[config.mk]
export PLATFORM = sky130hd
export DESIGN_NAME = sm83_alu
export DESIGN_NICKNAME = d
export VERILOG_FILES = /design/src/hw/rtl/sm83_instruction_execute_defines.svh /design/src/hw/rtl/sm83_pkg.sv /design/src/hw/rtl/sm83_alu.sv
export SDC_FILE = /design/constraint.sdc
export NUM_CORES = 1
export LEC_CHECK = 0
export ABC_AREA = 0
export BUFFER_PORTS_ARGS = -buffer_cell sky130_fd_sc_hd__buf_2
export CELL_PAD_IN_SITES_DETAIL_PLACEMENT = 0
export CELL_PAD_IN_SITES_GLOBAL_PLACEMENT = 2
export CORE_MARGIN = 3
export CORE_UTILIZATION = 30
export DETAILED_ROUTE_END_ITERATION = 6
export GPL_ROUTABILITY_DRIVEN = 0
export PLACE_DENSITY = 0.95
export SYNTH_ARGS = -nofsm -noshare
export SYNTH_HDL_FRONTEND = slang
export SYNTH_SLANG_ARGS = --single-unit
[constraint.sdc]
create_clock -name vclk -period 4.9
set_input_delay 0.49 -clock vclk [all_inputs]
set_output_delay 0.49 -clock vclk [all_outputs]
set_load 0.01 [all_outputs]
[src/hw/rtl/sm83_instruction_execute_defines.svh]
// assertion macros for the sm83 instruction execute block
// expects clk and rst_n in the scope of each use
`ifndef SM83_INSTRUCTION_EXECUTE_DEFINES_SVH
`define SM83_INSTRUCTION_EXECUTE_DEFINES_SVH
`ifndef SYNTHESIS
`define SM83_ASSERT(lbl, prop) \
    lbl: assert property (@(posedge clk) disable iff (!rst_n) prop) \
        else $error("sm83 check failed");
`define SM83_ASSERT_NEVER(lbl, cond) \
    lbl: assert property (@(posedge clk) disable iff (!rst_n) !(cond)) \
        else $error("sm83 forbidden condition");
`else
`define SM83_ASSERT(lbl, prop)
`define SM83_ASSERT_NEVER(lbl, cond)
`endif
`endif

[src/hw/rtl/sm83_pkg.sv]
// shared types and constants of the sm83 instruction execute block
// no dependencies
package sm83_pkg;

    // request kinds
    localparam logic [1:0] KIND_WRITE  = 2'd0;
    localparam logic [1:0] KIND_READ   = 2'd1;
    localparam logic [1:0] KIND_EXEC   = 2'd2;
    localparam logic [1:0] KIND_UNUSED = 2'd3;

    // result status codes
    localparam logic [1:0] ST_OK        = 2'd0;
    localparam logic [1:0] ST_STOP      = 2'd1;
    localparam logic [1:0] ST_UNHANDLED = 2'd2;

    // register reset values
    localparam logic [15:0] PC_RESET  = 16'h0100;
    localparam logic [15:0] REG_RESET = 16'hffff;
    localparam logic [7:0]  MEM_FILL  = 8'hff;

    // alu operation codes, same order as opcode bits 5..3
    typedef enum logic [2:0] {
        ALU_ADD = 3'd0,
        ALU_ADC = 3'd1,
        ALU_SUB = 3'd2,
        ALU_SBC = 3'd3,
        ALU_AND = 3'd4,
        ALU_XOR = 3'd5,
        ALU_OR  = 3'd6,
        ALU_CP  = 3'd7
    } alu_op_t;

    // alu result and flags
    typedef struct packed {
        logic [7:0] r;
        logic       z;
        logic       n;
        logic       h;
        logic       c;
        logic       wr_a;
    } alu_res_t;

endpackage

[src/hw/rtl/sm83_alu.sv]
// shared arithmetic unit: 8-bit alu with flags and a 16-bit adder
// depends on sm83_pkg
module sm83_alu (
    input  sm83_pkg::alu_op_t  op,
    input  logic [7:0]         a,
    input  logic [7:0]         v,
    input  logic               cin,
    input  logic [15:0]        add_x,
    input  logic [15:0]        add_y,
    output sm83_pkg::alu_res_t res,
    output logic [15:0]        sum
);
    import sm83_pkg::*;

    logic [8:0] wide;
    logic [4:0] nib;
    logic       c;

    // 8-bit operation
    always_comb
    begin
        res  = '0;
        c    = 1'b0;
        wide = '0;
        nib  = '0;
        res.wr_a = (op != ALU_CP);
        case (op)
            ALU_ADD, ALU_ADC:
            begin
                c    = (op == ALU_ADC) ? cin : 1'b0;
                wide = {1'b0, a} + {1'b0, v} + {8'd0, c};
                nib  = {1'b0, a[3:0]} + {1'b0, v[3:0]} + {4'd0, c};
                res.r = wide[7:0];
                res.h = nib[4];
                res.c = wide[8];
            end
            ALU_SUB, ALU_SBC, ALU_CP:
            begin
                c    = (op == ALU_SBC) ? cin : 1'b0;
                wide = {1'b0, a} - {1'b0, v} - {8'd0, c};
                nib  = {1'b0, a[3:0]} - {1'b0, v[3:0]} - {4'd0, c};
                res.r = wide[7:0];
                res.n = 1'b1;
                res.h = nib[4];
                res.c = wide[8];
            end
            ALU_AND:
            begin
                res.r = a & v;
                res.h = 1'b1;
            end
            ALU_XOR: res.r = a ^ v;
            ALU_OR:  res.r = a | v;
            default: res.r = a;
        endcase
        res.z = (res.r == 8'd0);
    end

    // address and counter adder
    assign sum = add_x + add_y;
endmodule
==> results of run 1 <==
[stage by stage]
| step | utilization | instances | power, mW | hold WS [ns] | area [µm²] |
|---|---|---|---|---|---|
| 6_report | 0.3949 | 461 | 0.3514 | 1.277 | 2594 |
| 5_1_grt | 0.3949 | 461 | 0.3956 | 1.296 | 2594 |
| 4_1_cts | 0.3949 | 461 | 0.3521 | 1.284 | 2594 |
| 3_5_place_dp | 0.3949 | 461 | 0.3500 | 1.283 | 2594 |
| 3_3_place_gp | 0.3949 | 461 | 0.3512 | 1.276 | 2594 |
| 2_1_floorplan | - | 292 | 0.2404 | 1.120 | 2111 |
[worst max-delay path: cells and delay by family]
kind	cells	cell delay, ns
buffers and inverters	3	0.61
adders and majority gates	2	0.88
xor gates and xnor gates	1	0.14
AOI/OAI and AO/OA	2	0.29
and+or+nand+nor	4	1.09
[area by class of cell]
class	count	area (µm²)	area share
Multi-Input combinational cell	255	1952	0.7525
Timing Repair Buffer	81	405.4	0.1563
Inverter	32	120.1	0.04631
Tap cell	93	116.4	0.04486
[how the worst max path moves through the flow]
stage	slack [ns]	depth (start not counted)	startpoint	end
floorplan	1.24	11	op[2]	res[4]
global placement	0.99	12	op[1]	res[4]
detailed placement	0.93	12	op[1]	res[4]
CTS	0.92	12	op[1]	res[4]
global route	0.75	12	op[1]	res[4]
finish	0.91	12	op[1]	res[4]
[where the power goes]
part	switching (mW)	total (mW)	internal [mW]
Combinational	0.195	0.351	0.156
Clock	0	0	0
Sequential	0	0	0
[synthesized netlist by cell type, types with 2 or more instances]
cell and count:
sky130_fd_sc_hd__a211oi_1 5, sky130_fd_sc_hd__a21boi_0 2, sky130_fd_sc_hd__a21o_1 3, sky130_fd_sc_hd__a21oi_1 23
sky130_fd_sc_hd__a41oi_1 2, sky130_fd_sc_hd__and3_1 2, sky130_fd_sc_hd__buf_4 3, sky130_fd_sc_hd__fa_1 5
sky130_fd_sc_hd__ha_1 45, sky130_fd_sc_hd__inv_1 32, sky130_fd_sc_hd__mux2i_1 2, sky130_fd_sc_hd__nand2_1 21
sky130_fd_sc_hd__nand2b_1 4, sky130_fd_sc_hd__nand3_1 7, sky130_fd_sc_hd__nand3b_1 3, sky130_fd_sc_hd__nand4_1 2
sky130_fd_sc_hd__nor2_1 21, sky130_fd_sc_hd__nor2b_1 4, sky130_fd_sc_hd__nor3_1 5, sky130_fd_sc_hd__nor3b_1 3
sky130_fd_sc_hd__o2111ai_1 2, sky130_fd_sc_hd__o211ai_1 4, sky130_fd_sc_hd__o21a_1 7, sky130_fd_sc_hd__o21ai_0 23
sky130_fd_sc_hd__o221ai_1 2, sky130_fd_sc_hd__o22ai_1 4, sky130_fd_sc_hd__o311a_1 2, sky130_fd_sc_hd__or2b_1 2
sky130_fd_sc_hd__or3_1 5, sky130_fd_sc_hd__or4_1 3, sky130_fd_sc_hd__xnor2_1 14, sky130_fd_sc_hd__xor2_1 4
[routing by layer]
layer	share of wire	track usage	routed length, µm
met5	0	0	0
met4	0	0.005102	0
met3	0.071	0.01586	421
met2	0.44	0.2375	2593
met1	0.49	0.2017	2913
[logic make-up (layout without fill, tap and decap cells)]
| family | Yosys count | after routing | share of synthesized area |
|---|---|---|---|
| AO/OA/AOI/OAI | 93 | 93 | 0.2905 |
| AND/OR/NAND/NOR | 92 | 92 | 0.2359 |
| adder cells (fa/ha/maj) | 50 | 50 | 0.3142 |
| buffers and inverters | 37 | 113 | 0.07528 |
| XOR/XNOR | 18 | 18 | 0.07469 |
| multiplexers | 2 | 2 | 0.009485 |
==> reports/summary.txt, run 1 <==
Run status: finished, final reports clean
Area share of the leading cell type in the synthesized netlist: 0.2667
Tmin final: 3.986 ns
Die X: 89.88 µm
Static Leakage: 1.278 nW
Die Outline Area: 8078 µm²
Most area-hungry cell type in the Yosys netlist: sky130_fd_sc_hd__ha_1
Diode insertion count for antenna repair: 0
Total number of vias: 2,343
# clk buffers: 0
Die outline height: 89.88 µm
Most area-consuming cells after synthesis: sky130_fd_sc_hd__ha_1 (27%), sky130_fd_sc_hd__xnor2_1 (5.8%), sky130_fd_sc_hd__inv_1 (5.7%), sky130_fd_sc_hd__a21oi_1 (5.5%), sky130_fd_sc_hd__o21ai_0 (5.5%)
Final count of pins violating max slew: 0
Cell chain of the critical path: buf_2, inv_1, nand3_1, fa_1, fa_1, or2b_1, a21oi_1, xnor2_1, a32oi_1, or4_1, nor4_2, buf_2
Core ar.: 6568 µm²
Dpl hpwl: 5013 µm
Number of global-route vias before repair: 2,244
Data arrival, critical path: 3.50 ns
Hold Crit Endpoint: sum[0]
Initial Util: 0.3214
Net total in the final layout: 472
Post-route setup TNS: 0 ns
Endpoint kind of the worst setup timing path: output pin
Cell area power density: 135.5 nW/µm²
Maximum clock frequency: 250.9 MHz
Longest individual stage delay on the worst path: 0.59 ns
Post-cts sizing count: 0
Peak supply drop: 0.00006036 V
Path class of the lowest-slack min-delay path: in -> out
GR Util All Layers: 0.1403
Count of port buffers added during placement: 81
Final global-route overflow total: 0
First-pass GRT wire length: 10,260 µm
Depth of the worst hold-timing path: 3
Post-synthesis net count: 394
Highest net fanout along the worst path: 23
Count of routing violations after the opening detailed-route iteration: 91
Type of origin of the critical path: input pin
Post-detailed-route via-to-cell ratio: 5.082
Remaining antenna violation count: 0
RSZ-0062 raised after global routing: no
Boundary Pins: 81
Origin of the worst min-delay path: add_y[0]
Period utilisation layout: 0.8135
Number of iterations in the first detailed-routing pass: 4
Commonest non-fill, non-tap cells in the layout: sky130_fd_sc_hd__buf_2 (81), sky130_fd_sc_hd__ha_1 (45), sky130_fd_sc_hd__inv_1 (32), sky130_fd_sc_hd__o21ai_0 (23), sky130_fd_sc_hd__a21oi_1 (23)
Count of final hold-check violations: 0
Total setup violations reported at the end of the flow: 0
Layout fillers: 715
Routed WL per cell: 12.86 µm
Cell at the slowest stage of the critical path: sky130_fd_sc_hd__or4_1
Max Cap Viol: 0
Initial antenna violation count: 0
Number of core rows: 29
Largest net degree at the start of global routing: 24
Worst setup slack after placement: 0.9268 ns
Type of the worst setup path: in -> out
FF+latch count: 0
Total of warnings raised by yosys: 0
Avg Synthesized Cell Area: 7.229 µm²
Sequential cell area fraction in the yosys report: 0
Layout cell share with drive strength beyond 1: 0.2473
Final critical-path setup slack: 0.9137 ns
Syn Inst Count: 292
Post-Synthesis Cell Area: 2111 µm²
Post-CTS Hold Fix Bufs: 0
Number of distinct library cells after synthesis: 58
Footprint of the flip-flops and latches: 0 µm²
Most frequent standard cell in the layout excluding fill and tap cells: sky130_fd_sc_hd__buf_2
DRC Markers: 0
Slew Limit Headroom: 0.5932
Worst Tran Pin Value: 0.6024 ns
Post-CTS setup buffer count: 0
Required arrival time at the worst endpoint: 4.41 ns
Post-Route WL: 5929 µm
Area delta synth->final: 22.88%
(Power assumes the default switching activity.)
==> inputs of run 2 (changes only) <==
Settings changed: CORE_UTILIZATION 30 to 28, PLACE_DENSITY 0.95 to 0.89.
Clock period 4.9 ns to 4.11 ns, I/O delays scaled along.
==> run 2 against run 1 <==
Compared with the run above: first-iteration DRC count shrank 30%; global-route usage shrank 0.51 points; setup slack lost 0.51 ns; largest cell class unchanged.
==> reports/summary.txt, run 2 (same netlist as run 1, synthesis figures left out) <==
Number of core rows: 31 (was 29)
# clk buffers: 0 (unchanged)
Diode insertion count for antenna repair: 0 (unchanged)
Cell chain of the critical path: buf_2, inv_1, nand3_1, fa_1, fa_1, or2b_1, a21oi_1, xnor2_1, a32oi_1, or4_1, nor4_2, buf_2 (unchanged)
Count of final hold-check violations: 0 (unchanged)
Commonest non-fill, non-tap cells in the layout: sky130_fd_sc_hd__buf_2 (81), sky130_fd_sc_hd__ha_1 (45), sky130_fd_sc_hd__inv_1 (32), sky130_fd_sc_hd__o21ai_0 (23), sky130_fd_sc_hd__a21oi_1 (23) (unchanged)
Endpoint kind of the worst setup timing path: output pin (unchanged)
Cell at the slowest stage of the critical path: sky130_fd_sc_hd__or4_1 (unchanged)
Switching power: 0.2333 mW (was 0.1952 mW)
Required arrival time at the worst endpoint: 3.70 ns (was 4.41 ns)
Layout fillers: 825 (was 715)
Path class of the lowest-slack min-delay path: in -> out (unchanged)
Max Cap Viol: 0 (unchanged)
Number of global-route vias before repair: 2,216 (was 2,244)
Post-layout power: 0.4204 mW (was 0.3514 mW)
Static Leakage: 1.288 nW (was 1.278 nW)
Worst Tran Pin Value: 0.5786 ns (was 0.6024 ns)
Die X: 92.83 µm (was 89.88 µm)
DRC Markers: 0 (unchanged)
Layout cell share with drive strength beyond 1: 0.2514 (was 0.2473)
Type of the worst setup path: in -> out (unchanged)
RSZ-0062 raised after global routing: no (unchanged)
Post-Route WL: 6036 µm (was 5929 µm)
Area delta synth->final: 23.95% (was 22.88%)
Period utilisation layout: 0.9007
Dpl hpwl: 5218 µm (was 5013 µm)
Type of origin of the critical path: input pin (unchanged)
Footprint of the flip-flops and latches: 0 µm² (unchanged)
Final count of pins violating max slew: 0 (unchanged)
Final global-route overflow total: 0 (unchanged)
Post-detailed-route via-to-cell ratio: 4.981 (was 5.082)
Count of port buffers added during placement: 81 (unchanged)
Routed WL per cell: 12.87 µm (was 12.86 µm)
Peak supply drop: 0.00005949 V (was 0.00006036 V)
Post-cts sizing count: 0 (unchanged)
Run status: finished, final reports clean (unchanged)
Post-CTS Hold Fix Bufs: 0 (unchanged)
Number of iterations in the first detailed-routing pass: 4 (unchanged)
Initial Util: 0.2895 (was 0.3214)
Comb pwr share: 1.000 (about the same)
Tmin final: 3.702 ns
Longest individual stage delay on the worst path: 0.59 ns (about the same)
Internal power: 0.1871 mW (was 0.1563 mW)
Largest net degree at the start of global routing: 18 (was 24)
Data arrival, critical path: 3.29 ns (was 3.50 ns)
Depth of the worst hold-timing path: 3 (unchanged)
Share of total power in the clock network: 0 (about the same)
Slew Limit Headroom: 0.6092 (was 0.5932)
Remaining antenna violation count: 0 (unchanged)
Highest net fanout along the worst path: 7 (was 23)
Core utilization of the finished layout: 0.3588 (was 0.3949)
Net total in the final layout: 474 (was 472)
Sw frac: 0.5549 (was 0.5553)
Post-CTS setup buffer count: 0 (unchanged)
Relative contribution of sequential cells to total power: 0 (about the same)
Total setup violations reported at the end of the flow: 0 (unchanged)
Boundary Pins: 81 (unchanged)
Post-route setup TNS: 0 ns (unchanged)
Die Outline Area: 8616 µm² (was 8078 µm²)
Maximum clock frequency: 270.1 MHz
Count of routing violations after the opening detailed-route iteration: 64 (was 91)
Most frequent standard cell in the layout excluding fill and tap cells: sky130_fd_sc_hd__buf_2 (unchanged)
First-pass GRT wire length: 10,120 µm (was 10,260 µm)
Initial antenna violation count: 0 (unchanged)
Core ar.: 7292 µm² (was 6568 µm²)
Hold Worst Slack: 1.121 ns (was 1.277 ns)
Die outline height: 92.83 µm (was 89.88 µm)
FF+latch count: 0 (unchanged)
Total number of vias: 2,336 (was 2,343)
Cell area power density: 160.7 nW/µm² (was 135.5 nW/µm²)
GR Util All Layers: 0.1351 (was 0.1403)
run 2: cell count changes in the layout (fill, tap and decap cells not counted), sizes merged:
cell	previous run	this run
buf	81	83
run 2: final timing paths:
path	to	from	slack (ns)
setup / recovery	res[4]	op[1]	0.41
hold / removal	sum[0]	add_y[0]	1.12
run 2: per-stage QoR:
step	worst slack (ns)	instance area, µm²	instances
floorplan	0.6064	2111	292
global placement	0.4354	2616	469
detailed placement	0.4152	2616	469
CTS	0.4061	2616	469
global route	0.1761	2616	469
finish	0.4081	2616	469
run 2: layer usage:
metal,vias up,part of all wire,GRT usage,routed length (µm)
li1,1222,-,-,-
met1,1045,0.50,0.1977,3033
met2,65,0.43,0.2238,2575
met3,4,0.058,0.008936,351
met4,0,0.013,0.01343,76
met5,-,0,0,0
run 2: layout make-up:
cell class / count / area [µm²] / area share
Inverter: 32 / 120.1 / 0.04591
Multi-Input combinational cell: 255 / 1952 / 0.7461
Tap cell: 99 / 123.9 / 0.04735
Timing Repair Buffer: 83 / 420.4 / 0.1607
run 2: power by group through the flow:
| stage | clock network, mW | logic, mW | registers, mW |
|---|---|---|---|
| finish | 0 | 0.420 | 0 |
| global route | 0 | 0.473 | 0 |
| CTS | 0 | 0.423 | 0 |
| detailed placement | 0 | 0.420 | 0 |
| global placement | 0 | 0.420 | 0 |
| floorplan | 0 | 0.287 | 0 |
run 2: critical path: cells and delay by family:
family / cells / cell delay [ns]
AOI/OAI and AO/OA: 2 / 0.28
buffers and inverters: 3 / 0.47
and+or+nand+nor: 4 / 1.11
xor gates and xnor gates: 1 / 0.14
adders and majority gates: 2 / 0.87
